<file path="src/rational_accumulator_reduce_top_defines.svh">
// Assertion macros for the rational accumulator block.
// Used by the top level only; depends on nothing else.
`ifndef RATIONAL_ACCUMULATOR_REDUCE_TOP_DEFINES_SVH
`define RATIONAL_ACCUMULATOR_REDUCE_TOP_DEFINES_SVH
`define RAR_ASSERT(lbl, prop, msg) \
  lbl: assert property (@(posedge clk_i) disable iff (!rst_ni) prop) else $error(msg);
// Same-cycle implication: when ante holds, cons must hold too.
`define RAR_ASSERT_IMP(lbl, ante, cons, msg) \
  lbl: assert property (@(posedge clk_i) disable iff (!rst_ni) (ante) |-> (cons)) \
    else $error(msg);
`endif

</file>
<file path="src/rar_pkg.sv">
// Package for the rational accumulator: widths, kind codes, ALU op codes and sequencer states.
// No dependencies.
`default_nettype none
package rar_pkg;
  localparam int unsigned VALUE_WIDTH = 32;
  localparam int unsigned CNT_W = $clog2(VALUE_WIDTH + 1);
  typedef logic [VALUE_WIDTH-1:0] val_t;

  typedef enum logic [1:0] {
    KIND_LOAD = 2'd0,
    KIND_ADD  = 2'd1,
    KIND_PRE  = 2'd2,
    KIND_POST = 2'd3
  } kind_e;

  typedef enum logic [1:0] {
    OP_MUL = 2'd0,
    OP_DIV = 2'd1,
    OP_REM = 2'd2
  } op_e;

  typedef enum logic [4:0] {
    ST_IDLE, ST_MUL_DEN, ST_DIV_X, ST_DIV_Y, ST_MUL_XN, ST_MUL_YN, ST_SUM,
    ST_RED_CHK, ST_GCD, ST_DIV_N, ST_DIV_D, ST_RED_DONE, ST_INC, ST_OUT
  } state_e;

  typedef struct packed {
    logic start;
    op_e  op;
  } alu_req_t;

  function automatic logic at_least_two(val_t v);
    return !v[VALUE_WIDTH-1] && (v >= val_t'(2));
  endfunction
endpackage
`default_nettype wire

</file>
<file path="src/rar_alu.sv">
// Shared multicycle unit: shift-add multiply and restoring division or remainder, one bit per cycle.
// Depends on rar_pkg.
`default_nettype none
module rar_alu (
  input  wire logic               clk_i,
  input  wire logic               rst_ni,
  input  wire rar_pkg::alu_req_t  req_i,
  input  wire rar_pkg::val_t      a_i,
  input  wire rar_pkg::val_t      b_i,
  output logic                    done_o,
  output rar_pkg::val_t           res_o
);
  import rar_pkg::*;

  logic             busy_q, busy_d;
  logic [CNT_W-1:0] cnt_q, cnt_d;
  op_e              op_q, op_d;
  logic             neg_q, neg_d;
  val_t             acc_q, acc_d, mq_q, mq_d, b_q, b_d;
  logic             done_q, done_d;
  logic [VALUE_WIDTH:0] trial;
  val_t             ma, mb, fin;

  always_comb begin
    ma = a_i[VALUE_WIDTH-1] ? val_t'(-a_i) : a_i;
    mb = b_i[VALUE_WIDTH-1] ? val_t'(-b_i) : b_i;
    trial = {acc_q, mq_q[VALUE_WIDTH-1]} - {1'b0, b_q};
    fin = (op_q == OP_DIV) ? mq_q : acc_q;
    if (neg_q) fin = val_t'(-fin);
  end

  always_comb begin
    busy_d = busy_q; cnt_d = cnt_q; op_d = op_q; neg_d = neg_q;
    acc_d = acc_q; mq_d = mq_q; b_d = b_q; done_d = 1'b0;
    if (!busy_q && req_i.start) begin
      busy_d = 1'b1;
      cnt_d  = CNT_W'(VALUE_WIDTH);
      op_d   = req_i.op;
      acc_d  = '0;
      if (req_i.op == OP_MUL) begin
        mq_d = a_i; b_d = b_i; neg_d = 1'b0;
      end else begin
        mq_d = ma; b_d = mb;
        neg_d = (req_i.op == OP_DIV) ? (a_i[VALUE_WIDTH-1] ^ b_i[VALUE_WIDTH-1])
                                     : a_i[VALUE_WIDTH-1];
      end
    end else if (busy_q) begin
      if (cnt_q == '0) begin
        busy_d = 1'b0;
        done_d = 1'b1;
      end else begin
        cnt_d = cnt_q - 1'b1;
        if (op_q == OP_MUL) begin
          acc_d = {acc_q[VALUE_WIDTH-2:0], 1'b0} + (mq_q[VALUE_WIDTH-1] ? b_q : '0);
          mq_d  = {mq_q[VALUE_WIDTH-2:0], 1'b0};
        end else if (!trial[VALUE_WIDTH]) begin
          acc_d = trial[VALUE_WIDTH-1:0];
          mq_d  = {mq_q[VALUE_WIDTH-2:0], 1'b1};
        end else begin
          acc_d = {acc_q[VALUE_WIDTH-2:0], mq_q[VALUE_WIDTH-1]};
          mq_d  = {mq_q[VALUE_WIDTH-2:0], 1'b0};
        end
      end
    end
  end

  always_ff @(posedge clk_i or negedge rst_ni) begin
    if (!rst_ni) begin
      busy_q <= 1'b0;
      done_q <= 1'b0;
      cnt_q  <= '0;
    end else begin
      busy_q <= busy_d;
      done_q <= done_d;
      cnt_q  <= cnt_d;
    end
  end

  always_ff @(posedge clk_i) begin
    op_q <= op_d; neg_q <= neg_d; acc_q <= acc_d; mq_q <= mq_d; b_q <= b_d;
  end

  assign done_o = done_q;
  assign res_o  = fin;
endmodule
`default_nettype wire

</file>
<file path="src/rational_accumulator_reduce_top.sv">
// Top level of the rational accumulator: sequencer, fraction state and result register.
// Depends on rar_pkg, rar_alu and rational_accumulator_reduce_top_defines.svh.
`default_nettype none
`include "rational_accumulator_reduce_top_defines.svh"
// One item at a time. A load, or an add that meets a zero denominator, goes from
// acceptance through ST_INC to ST_OUT. Adds and reductions run through one shared
// unit that retires one bit per cycle. An increment passes ST_INC and ST_RED_CHK and,
// when the reduction applies, makes one unit pass per gcd remainder step, finishes the
// gcd and does the two final divisions; a post-increment reduces twice, once for the
// new and once for the old fraction. An add makes unit passes for its three multiplies
// and two divides, sums in ST_SUM, then reduces the same way. in_ready_o is low from
// acceptance until the result is taken.
module rational_accumulator_reduce_top (
  input  wire logic        clk_i,
  input  wire logic        rst_ni,
  input  wire logic        in_valid_i,
  output logic             in_ready_o,
  input  wire logic [1:0]  kind_i,
  input  wire logic signed [31:0] num_in_i,
  input  wire logic signed [31:0] den_in_i,
  output logic             out_valid_o,
  input  wire logic        out_ready_i,
  output logic signed [31:0] res_num_o,
  output logic signed [31:0] res_den_o,
  output logic             div_error_o
);
  import rar_pkg::*;

  state_e   st_q, st_d;
  val_t     hn_q, hn_d, hd_q, hd_d;
  val_t     n2_q, n2_d, d2_q, d2_d;
  val_t     t1_q, t1_d, t2_q, t2_d, t3_q, t3_d;
  val_t     rn_q, rn_d, rd_q, rd_d;
  val_t     ga_q, ga_d, gb_q, gb_d;
  logic     err_q, err_d, post_q, post_d, pass_q, pass_d, go_q, go_d;
  kind_e    kind_q, kind_d;
  alu_req_t req;
  val_t     aa, ab, ar;
  logic     adone;

  rar_alu u_alu (
    .clk_i, .rst_ni, .req_i(req), .a_i(aa), .b_i(ab), .done_o(adone), .res_o(ar)
  );

  always_comb begin
    st_d = st_q;
    unique case (st_q)
      ST_IDLE:     if (in_valid_i) st_d = ST_INC;
      ST_INC: begin
        priority case (kind_q)
          KIND_LOAD: st_d = ST_OUT;
          KIND_ADD:  st_d = ((hd_q == '0) || (d2_q == '0)) ? ST_OUT : ST_MUL_DEN;
          default:   st_d = ST_RED_CHK;
        endcase
      end
      ST_MUL_DEN:  if (adone) st_d = ST_DIV_X;
      ST_DIV_X:    if (adone) st_d = ST_DIV_Y;
      ST_DIV_Y:    if (adone) st_d = ST_MUL_XN;
      ST_MUL_XN:   if (adone) st_d = ST_MUL_YN;
      ST_MUL_YN:   if (adone) st_d = ST_SUM;
      ST_SUM:      st_d = ST_RED_CHK;
      ST_RED_CHK:  st_d = (at_least_two(ga_q) && at_least_two(gb_q)) ? ST_GCD : ST_RED_DONE;
      ST_GCD:      if (gb_q == '0) st_d = ST_DIV_N;
      ST_DIV_N:    if (adone) st_d = ST_DIV_D;
      ST_DIV_D:    if (adone) st_d = ST_RED_DONE;
      ST_RED_DONE: st_d = (post_q && !pass_q) ? ST_RED_CHK : ST_OUT;
      ST_OUT:      if (out_ready_i) st_d = ST_IDLE;
      default:     st_d = ST_IDLE;
    endcase
  end

  always_comb begin
    hn_d = hn_q; hd_d = hd_q; n2_d = n2_q; d2_d = d2_q;
    t1_d = t1_q; t2_d = t2_q; t3_d = t3_q; rn_d = rn_q; rd_d = rd_q;
    ga_d = ga_q; gb_d = gb_q; err_d = err_q; post_d = post_q; pass_d = pass_q;
    kind_d = kind_q; go_d = 1'b0;
    req = '{start: 1'b0, op: OP_MUL};
    aa = t1_q; ab = t2_q;
    unique case (st_q)
      ST_IDLE: if (in_valid_i) begin
        kind_d = kind_e'(kind_i);
        n2_d = val_t'(num_in_i); d2_d = val_t'(den_in_i);
        err_d = 1'b0; pass_d = 1'b0; go_d = 1'b1;
        post_d = (kind_e'(kind_i) == KIND_POST);
      end
      ST_INC: begin
        rn_d = hn_q; rd_d = hd_q; go_d = 1'b1;
        priority case (kind_q)
          KIND_LOAD: begin
            hn_d = n2_q; hd_d = d2_q; rn_d = n2_q; rd_d = d2_q;
          end
          KIND_ADD: begin
            if ((hd_q == '0) || (d2_q == '0)) err_d = 1'b1;
          end
          default: begin
            ga_d = hn_q + hd_q; gb_d = hd_q;
            t1_d = hn_q + hd_q; t2_d = hd_q;
          end
        endcase
      end
      ST_MUL_DEN: begin
        aa = hd_q; ab = d2_q; req = '{start: go_q, op: OP_MUL};
        if (adone) begin t3_d = ar; go_d = 1'b1; end
      end
      ST_DIV_X: begin
        aa = t3_q; ab = hd_q; req = '{start: go_q, op: OP_DIV};
        if (adone) begin t1_d = ar; go_d = 1'b1; end
      end
      ST_DIV_Y: begin
        aa = t3_q; ab = d2_q; req = '{start: go_q, op: OP_DIV};
        if (adone) begin t2_d = ar; go_d = 1'b1; end
      end
      ST_MUL_XN: begin
        aa = t1_q; ab = hn_q; req = '{start: go_q, op: OP_MUL};
        if (adone) begin t1_d = ar; go_d = 1'b1; end
      end
      ST_MUL_YN: begin
        aa = t2_q; ab = n2_q; req = '{start: go_q, op: OP_MUL};
        if (adone) t2_d = ar;
      end
      ST_SUM: begin
        t1_d = t1_q + t2_q; t2_d = t3_q;
        ga_d = t1_q + t2_q; gb_d = t3_q;
      end
      ST_RED_CHK: go_d = 1'b1;
      ST_GCD: begin
        aa = ga_q; ab = gb_q;
        if (gb_q == '0) go_d = 1'b1;
        else begin
          req = '{start: go_q, op: OP_REM};
          if (adone) begin ga_d = gb_q; gb_d = ar; go_d = 1'b1; end
        end
      end
      ST_DIV_N: begin
        aa = t1_q; ab = ga_q; req = '{start: go_q, op: OP_DIV};
        if (adone) begin t3_d = ar; go_d = 1'b1; end
      end
      ST_DIV_D: begin
        aa = t2_q; ab = ga_q; req = '{start: go_q, op: OP_DIV};
        if (adone) begin t1_d = t3_q; t2_d = ar; end
      end
      ST_RED_DONE: begin
        if (!pass_q) begin
          hn_d = t1_q; hd_d = t2_q;
          if (!post_q) begin rn_d = t1_q; rd_d = t2_q; end
          else begin
            pass_d = 1'b1;
            ga_d = rn_q; gb_d = rd_q; t1_d = rn_q; t2_d = rd_q;
          end
        end else begin
          rn_d = t1_q; rd_d = t2_q;
        end
      end
      default: ;
    endcase
  end

  always_ff @(posedge clk_i or negedge rst_ni) begin
    if (!rst_ni) begin
      st_q <= ST_IDLE;
      hn_q <= '0;
      hd_q <= val_t'(1);
      go_q <= 1'b0;
    end else begin
      st_q <= st_d;
      hn_q <= hn_d;
      hd_q <= hd_d;
      go_q <= go_d;
    end
  end

  always_ff @(posedge clk_i) begin
    n2_q <= n2_d; d2_q <= d2_d; t1_q <= t1_d; t2_q <= t2_d; t3_q <= t3_d;
    rn_q <= rn_d; rd_q <= rd_d; ga_q <= ga_d; gb_q <= gb_d;
    err_q <= err_d; post_q <= post_d; pass_q <= pass_d; kind_q <= kind_d;
  end

  assign in_ready_o  = (st_q == ST_IDLE);
  assign out_valid_o = (st_q == ST_OUT);
  assign res_num_o   = rn_q;
  assign res_den_o   = rd_q;
  assign div_error_o = err_q;

  `RAR_ASSERT(a_no_overlap, !(in_ready_o && out_valid_o), "ready and valid overlap")
  `RAR_ASSERT_IMP(a_err_keeps, out_valid_o && div_error_o, res_den_o == hd_q, "error moved state")
  `RAR_ASSERT(a_out_after, (out_valid_o && out_ready_i) |=> in_ready_o, "no return to idle")
endmodule
`default_nettype wire

</file>
<file path="config.mk">
export PLATFORM = sky130hd
export DESIGN_NAME = rational_accumulator_reduce_top
export DESIGN_NICKNAME = d
export VERILOG_FILES = /design/src/rar_pkg.sv /design/src/rar_alu.sv /design/src/rational_accumulator_reduce_top.sv
export VERILOG_INCLUDE_DIRS = /design/src /design/src/src
export SDC_FILE = /design/constraint.sdc
export NUM_CORES = 2
export LEC_CHECK = 0
export BUFFER_PORTS_ARGS = -buffer_cell sky130_fd_sc_hd__buf_2
export CELL_PAD_IN_SITES_DETAIL_PLACEMENT = 0
export CELL_PAD_IN_SITES_GLOBAL_PLACEMENT = 2
export CORE_UTILIZATION = 43
export CTS_CLUSTER_DIAMETER = 40
export CTS_CLUSTER_SIZE = 12
export DETAILED_ROUTE_END_ITERATION = 16
export PLACE_DENSITY = 0.91
export SETUP_SLACK_MARGIN = 0.4
export SLEW_MARGIN = 20
export SYNTH_ARGS = -nofsm -noshare
export SYNTH_HDL_FRONTEND = slang
export SYNTH_HIERARCHICAL = 1
export SYNTH_SLANG_ARGS = --single-unit
</file>
<file path="constraint.sdc">
create_clock -name clk_i -period 9.6 [get_ports clk_i]
set_input_delay 0.96 -clock clk_i [delete_from_list [all_inputs] [get_ports clk_i]]
set_output_delay 0.96 -clock clk_i [all_outputs]
set_load 0.1 [all_outputs]
</file>
**Word-level counts from Yosys, hierarchy flattened**

Index checks and enable logic that the tools add are counted.

- Register bits after elaboration: 470
- Latch bits: 0
- Memory bits (writable): 0
- Memory bits (read-only): 0
- Input port bits: 70
- Output and inout bits: 67
- Memories: 0

- $add $sub $neg: 8
- Multipliers: 0
- Div/mod/pow operators: 0
- Order comparisons: 2
- Equality and inequality tests: 37
- Shift operators: 0
- Multiplexer cells: 81
- Bitwise operators: 2
- Reductions and logical operators: 48

Operators with widths:

| cell | count |
|---|---|
| $mux 32 | 31 |
| $pmux 32 s4 | 4 |
| $pmux 32 s2 | 4 |
| $pmux 32 s6 | 1 |
| $pmux 32 s5 | 1 |
| $add 32x32->32 | 3 |
| $logic_not 32->1 | 3 |
| $neg 32->32 | 3 |
| $pmux 5 s14 | 1 |
| $ge 32x2->1 const B | 2 |
| $mux 5 | 10 |
| $sub 33x32->33 | 1 |
| $eq 5x4->1 const B | 6 |
| $ne 2x1->1 const B | 12 |
| $eq 5x3->1 const B | 4 |
| $mux 6 | 3 |
| $mux 1 | 17 |
| $ne 2x2->1 const B | 8 |
| $reduce_or 2->1 | 8 |
| $reduce_and 2->1 | 6 |
| $eq 5x2->1 const B | 2 |
| $reduce_and 10->1 | 1 |
| $pmux 3 s3 | 1 |
| $mux 4 | 2 |
| other kinds (26) | 44 |

**Longest topological paths before layout**

- Word-level depth: 7
- Depth in mapped cells: 21
- Depth with buffers taken out: 16

**Modules after synthesis**

Netlist, hierarchy kept.

By module, submodules not included:

| module | instances | cells an instance | area an instance (um^2) | seq. area each (um^2) |
|---|---|---|---|---|
| rational_accumulator_reduce_top | 1 | 2255 | 22168.8 | 10526.3 |
| rar_alu | 1 | 1270 | 10043.4 | 2852.7 |

**Worst setup path after synthesis**

OpenSTA, ideal clock, no wires.

- Path kind: register to register
- From: reg st_q[2]
- To: reg ga_q[0], enable pin
- Library setup time: 0.524 ns
- Data arrival time: 4.679 ns
- Required time: 9.076 ns
- Path slack: 4.397 ns
- Stages on the path, launching flop included: 9
- Buffers on the path: 2
- Cells stage by stage: dfrtp_1 -> clkinv_1 -> nand2_1 -> nor2_1 -> clkbuf_1 -> clkbuf_1 -> a21oi_1 -> o21ai_0 -> a31oi_1

- Longest elaborated chain between the ends: 3
- Elaborated cells on any way between the ends: 11
- Those cells by class: eq/ne (9); reduce/logical (2)

Ends and longest elaborated chain:

| what | line | text |
|---|---|---|
| from (decl) | rational_accumulator_reduce_top.sv:29 | `state_e st_q, st_d;` |
| from (signal assigned) | rational_accumulator_reduce_top.sv:165 | `st_q <= st_d;` |
| $eq 5x4->1 / $eq 5x3->1 (equally long branches) | rational_accumulator_reduce_top.sv:79 | `unique case (st_q)` |
| $ne 2x1->1 (no source line), or another cell as far along | -- |  |
| $reduce_and 6->1 (no source line) * | -- |  |
| to (signal assigned) | rational_accumulator_reduce_top.sv:174 | `rn_q <= rn_d; rd_q <= rd_d; ga_q <= ga_d; gb_q <= gb_d;` |
| to (decl) | rational_accumulator_reduce_top.sv:34 | `val_t ga_q, ga_d, gb_q, gb_d;` |

Every way passes the cells marked *; elsewhere a longest branch is shown, timed or not.
A chain may end at the register's enable or synchronous reset.

**Final worst setup path**

- From: reg st_q[2]
- To: reg u_alu.b_q[30], data pin

- Longest elaborated chain between the ends: 6
- Elaborated cells on any way between the ends: 18
- Those cells by class: add/sub (1); eq/ne (8); mux (4); reduce/logical (5)

Ends and longest elaborated chain:

| what | line | text |
|---|---|---|
| $eq 5x4->1, or another cell as far along | rational_accumulator_reduce_top.sv:79 |  |
| $reduce_or 2->1 (no source line) | -- |  |
| $pmux 32 s6 * | rational_accumulator_reduce_top.sv:79 |  |
| named net ab[0] | rational_accumulator_reduce_top.sv:38 | `val_t aa, ab, ar;` |
| $neg 32->32 * | rar_alu.sv:26 | `mb = b_i[VALUE_WIDTH-1] ? val_t'(-b_i) : b_i;` |
| $mux 32 * | rar_alu.sv:26 |  |
| $mux 32 * | rar_alu.sv:40 | `if (req_i.op == OP_MUL) begin` |
| to (signal assigned) | rar_alu.sv:80 | `op_q <= op_d; neg_q <= neg_d; acc_q <= acc_d; mq_q <= mq_d; b_q <= b_d;` |
| to (decl) | rar_alu.sv:19 | `val_t acc_q, acc_d, mq_q, mq_d, b_q, b_d;` |

The timed path passes the listed nets; every way through them passes the cells marked *.

==> key figures <==
Run status
  • Status: finished, final reports clean

Timing
  • Hold violation count in the final report: 0
  • Final worst path period need: 6.16 ns
  • Slew margin rel.: 15.0%
  • Actual slew at the worst max-slew pin: 1.27 ns
  • Fin Setup TNS: 0 ns
  • Final Setup Violations: 0
  • Final period utilization: 64.2%
  • Fin. max-slew vios: 0
  • Fmax: 162 MHz
  • Unrepaired setup endpoints after global routing: false
  • Clock Skews: 0.0270 ns

Finish
  • Final nets: 3789
  • Post-route insts no fill: 4618
  • Fill count: 6964
  • Area Growth Syn to Fin: 14.3%
  • Ant. Diodes: 0
  • Layout cell share with drive strength beyond 1: 12.4%
  • FF+latch area: 13400 sq um
  • Area of the multi-input gates: 17900 sq um

Synthesis
  • Seq cells post-synth: 469
  • Synth Net Count: 3728
  • Cell with the most instances after synthesis: nand2_1
  • Ys Warns: 6
  • Async set-reset flop share out of synthesis: 16.4%
  • Number of cells produced by synthesis: 3525
  • Syn_area_per_cell: 9.14 sq um
  • Mapped cell area: 32200 sq um
  • Synth top area cells: edfxtp_1 (34%), dfrtp_1 (5.9%), nand2_1 (5.1%)
  • Post-synthesis sequential area ratio: 41.5%
  • Post-synthesis cell type count: 85
  • Number of flops mapped to enable cells by yosys: 360
  • Top post-synthesis cells by count: nand2_1 (437), edfxtp_1 (360), nor2_1 (355), a21oi_1 (281), o21ai_0 (238)
  • Area leader, netlist: edfxtp_1
  • Synth top area share: 33.6%
  • Synth Flop Type: edfxtp_1

Clock tree
  • Post_cts resized: 0
  • Worst-case clock buffer depth: 3
  • Clock-pin transition on the worst setup and hold timing paths: 0.06 ns
  • H-tree depth: 3
  • Cts bufs inserted: 85
  • Post-CTS setup buffers: 0
  • Worst-Skew Late Latency: 0.66 ns
  • Clock sink count: 469
  • TritonCTS clock tree: yes
  • Cts hold-fix bufs: 0
  • Clk root buf: clkbuf_16

Global route
  • First-pass GRT wire length: 189 mm
  • Overflow after GRT: 0
  • Pin count of the biggest net entering global routing: 82
  • Vias in the first global route: 28800
  • Initial antenna violation count: 5
  • GR Util All Layers: 33.3%

Worst setup path
  • Crit. End Element: register
  • Cell family with most CP delay: simple AND/OR/NAND/NOR gates
  • Top cell by count, worst path: nand2_1
  • Worst setup path class: reg2reg
  • Setup slack, reg-to-reg: 3.44 ns
  • Critical path arrival: 6.56 ns
  • Startpoint Class: register
  • Crit path buffers/inverters: 3
  • Slowest stage cell, crit path: dfrtp_1
  • CP Cell Sequence: clkinv_1 -> nand2_1 -> nor2_4 -> buf_4 -> a222oi_1 -> nand3_1 -> inv_1 -> ha_1 -> nand2_1 -> nor3_1 -> nand2_1 -> nor4_1 -> nand2_1 -> nor4_1 -> a21oi_1 -> xor2_1
  • CP max FO: 62
  • Required @ worst endpoint: 9.99 ns
  • Slowest stage delay, CP: 0.88 ns

Die
  • Row count: 99
  • Die W: 276 um
  • # IOs: 137
  • Core Region: 73600 sq um
  • DIE HEIGHT: 276 um
  • Initial Utilization: 43.8%
  • Die area: 76000 sq um

Route
  • TritonRoute pass-1 iters: 12
  • Via count: 30900
  • Final wirelength: 129 mm
  • Initial drt markers: 5085
  • Routed len/inst: 27.9 um
  • Post-route ant nets: 0
  • Post-DR vias/cell: 6.70
  • Drt drc: 0

Placed design
  • Placed cell count: 4458
  • DP Wirelength: 88.3 mm
  • Placer congestion estimate: 0.955
  • IO buf count: 136

Worst hold path
  • Worst Hold Class: in2async

Run
  • Max-cap violations: 0
-- cells by family (layout without fill, tap and decap cells) --
kind of cell	after synthesis	in the layout	share of synthesized area [%]
AO/OA/AOI/OAI	1146	1146	23.9
AND/OR/NAND/NOR	1124	1124	15.3
multiplexers	160	160	5.19
XOR/XNOR	196	196	5.33
flip-flops	469	469	41.5
adder cells (fa/ha/maj)	133	133	5.26
buffers and inverters	297	431	3.50
-- cells in the final DEF, fill, tap and decap left out, types with 11 or more instances in the layout --
| cell type | instances |
|---|---|
| o21bai_1 | 18 |
| a22oi_1 | 31 |
| clkbuf_16 | 85 |
| inv_6 | 19 |
| a221oi_1 | 27 |
| xor2_1 | 93 |
| a211oi_1 | 36 |
| o22ai_1 | 70 |
| nor2b_1 | 15 |
| buf_4 | 56 |
| and3_1 | 16 |
| buf_2 | 135 |
| xnor2_1 | 101 |
| o211ai_1 | 33 |
| nand2_1 | 433 |
| a41oi_1 | 41 |
| a222oi_1 | 132 |
| dfrtp_1 | 76 |
| o21a_1 | 20 |
| a21oi_1 | 280 |
| clkinv_2 | 13 |
| nor2_1 | 344 |
| mux2i_1 | 103 |
| a31oi_1 | 56 |
| mux2_2 | 57 |
| or3_1 | 11 |
| ha_1 | 129 |
| nor3_1 | 66 |
| nand2b_1 | 19 |
| dfxtp_1 | 32 |
| nor4_1 | 41 |
| a21o_1 | 57 |
| o31ai_1 | 19 |
| edfxtp_1 | 360 |
| nand3_1 | 88 |
| nand4_1 | 25 |
| o21ai_0 | 236 |
| inv_1 | 76 |
-- layer usage --
metal | vias to the layer above | global-route usage (%) | routed length, um
met4 | 10 | 14.3 | 5510
met3 | 366 | 8.08 | 15300
met1 | 14700 | 45.5 | 52700
li1 | 13700 | - | -
met2 | 2134 | 49.9 | 55300
met5 | - | 0 | 68
-- path summary, 6_finish.rpt --
check | start | to | cells after the start
worst min-delay path | rst_ni | hn_q[0]$_DFFE_PN0P_ | 1
min in group clk_i | num_in_i[16] | n2_q[16]$_DFFE_PP_ | 1
max in group asynchronous | rst_ni | hd_q[27]$_DFFE_PN0P_ | 2
worst max-delay path | st_q[2]$_DFFE_PN0P_ | u_alu/b_q[30]$_DFFE_PP_ | 16
worst max register to register | st_q[2]$_DFFE_PN0P_ | u_alu/b_q[30]$_DFFE_PP_ | 16
worst min register to register | u_alu/cnt_q[3]$_DFFE_PN0P_ | u_alu/cnt_q[3]$_DFFE_PN0P_ | 1
-- per-stage QoR --
stage | util, % | worst slack [ns] | cell area [sq um] | hold WS (ns)
global route | 50.0 | 3.15 | 36800 | 0.362
global placement | 46.1 | 3.71 | 33900 | 0.508
CTS | 50.0 | 3.61 | 36800 | 0.324
finish | 50.0 | 3.44 | 36800 | 0.340
floorplan | - | 4.40 | 32200 | 0.475
detailed placement | 46.1 | 3.62 | 33900 | 0.503
-- worst reg2reg max path, stage by stage (launching register included) --
cell	delay, ns
dfrtp_1	0.88
clkinv_1	0.49
nand2_1	0.50
nor2_4	0.30
buf_4	0.49
a222oi_1	0.47
nand3_1	0.25
inv_1	0.12
ha_1	0.21
nand2_1	0.13
nor3_1	0.47
nand2_1	0.18
nor4_1	0.51
nand2_1	0.15
nor4_1	0.44
a21oi_1	0.16
xor2_1	0.17
-- final cells by class --
class / instances / area share (%)
multi-input cells: 2759 / 48.7
repair buffers: 191 / 2.98
well taps: 959 / 3.26
clock inverters: 64 / 1.96
clock buffers: 96 / 5.97
flip-flops and latches: 469 / 36.3
inverters: 80 / 0.815
Power is left out: the tool's default activity adds up to more than one toggle a clock period on the data nets, which glitch-free logic cannot reach.
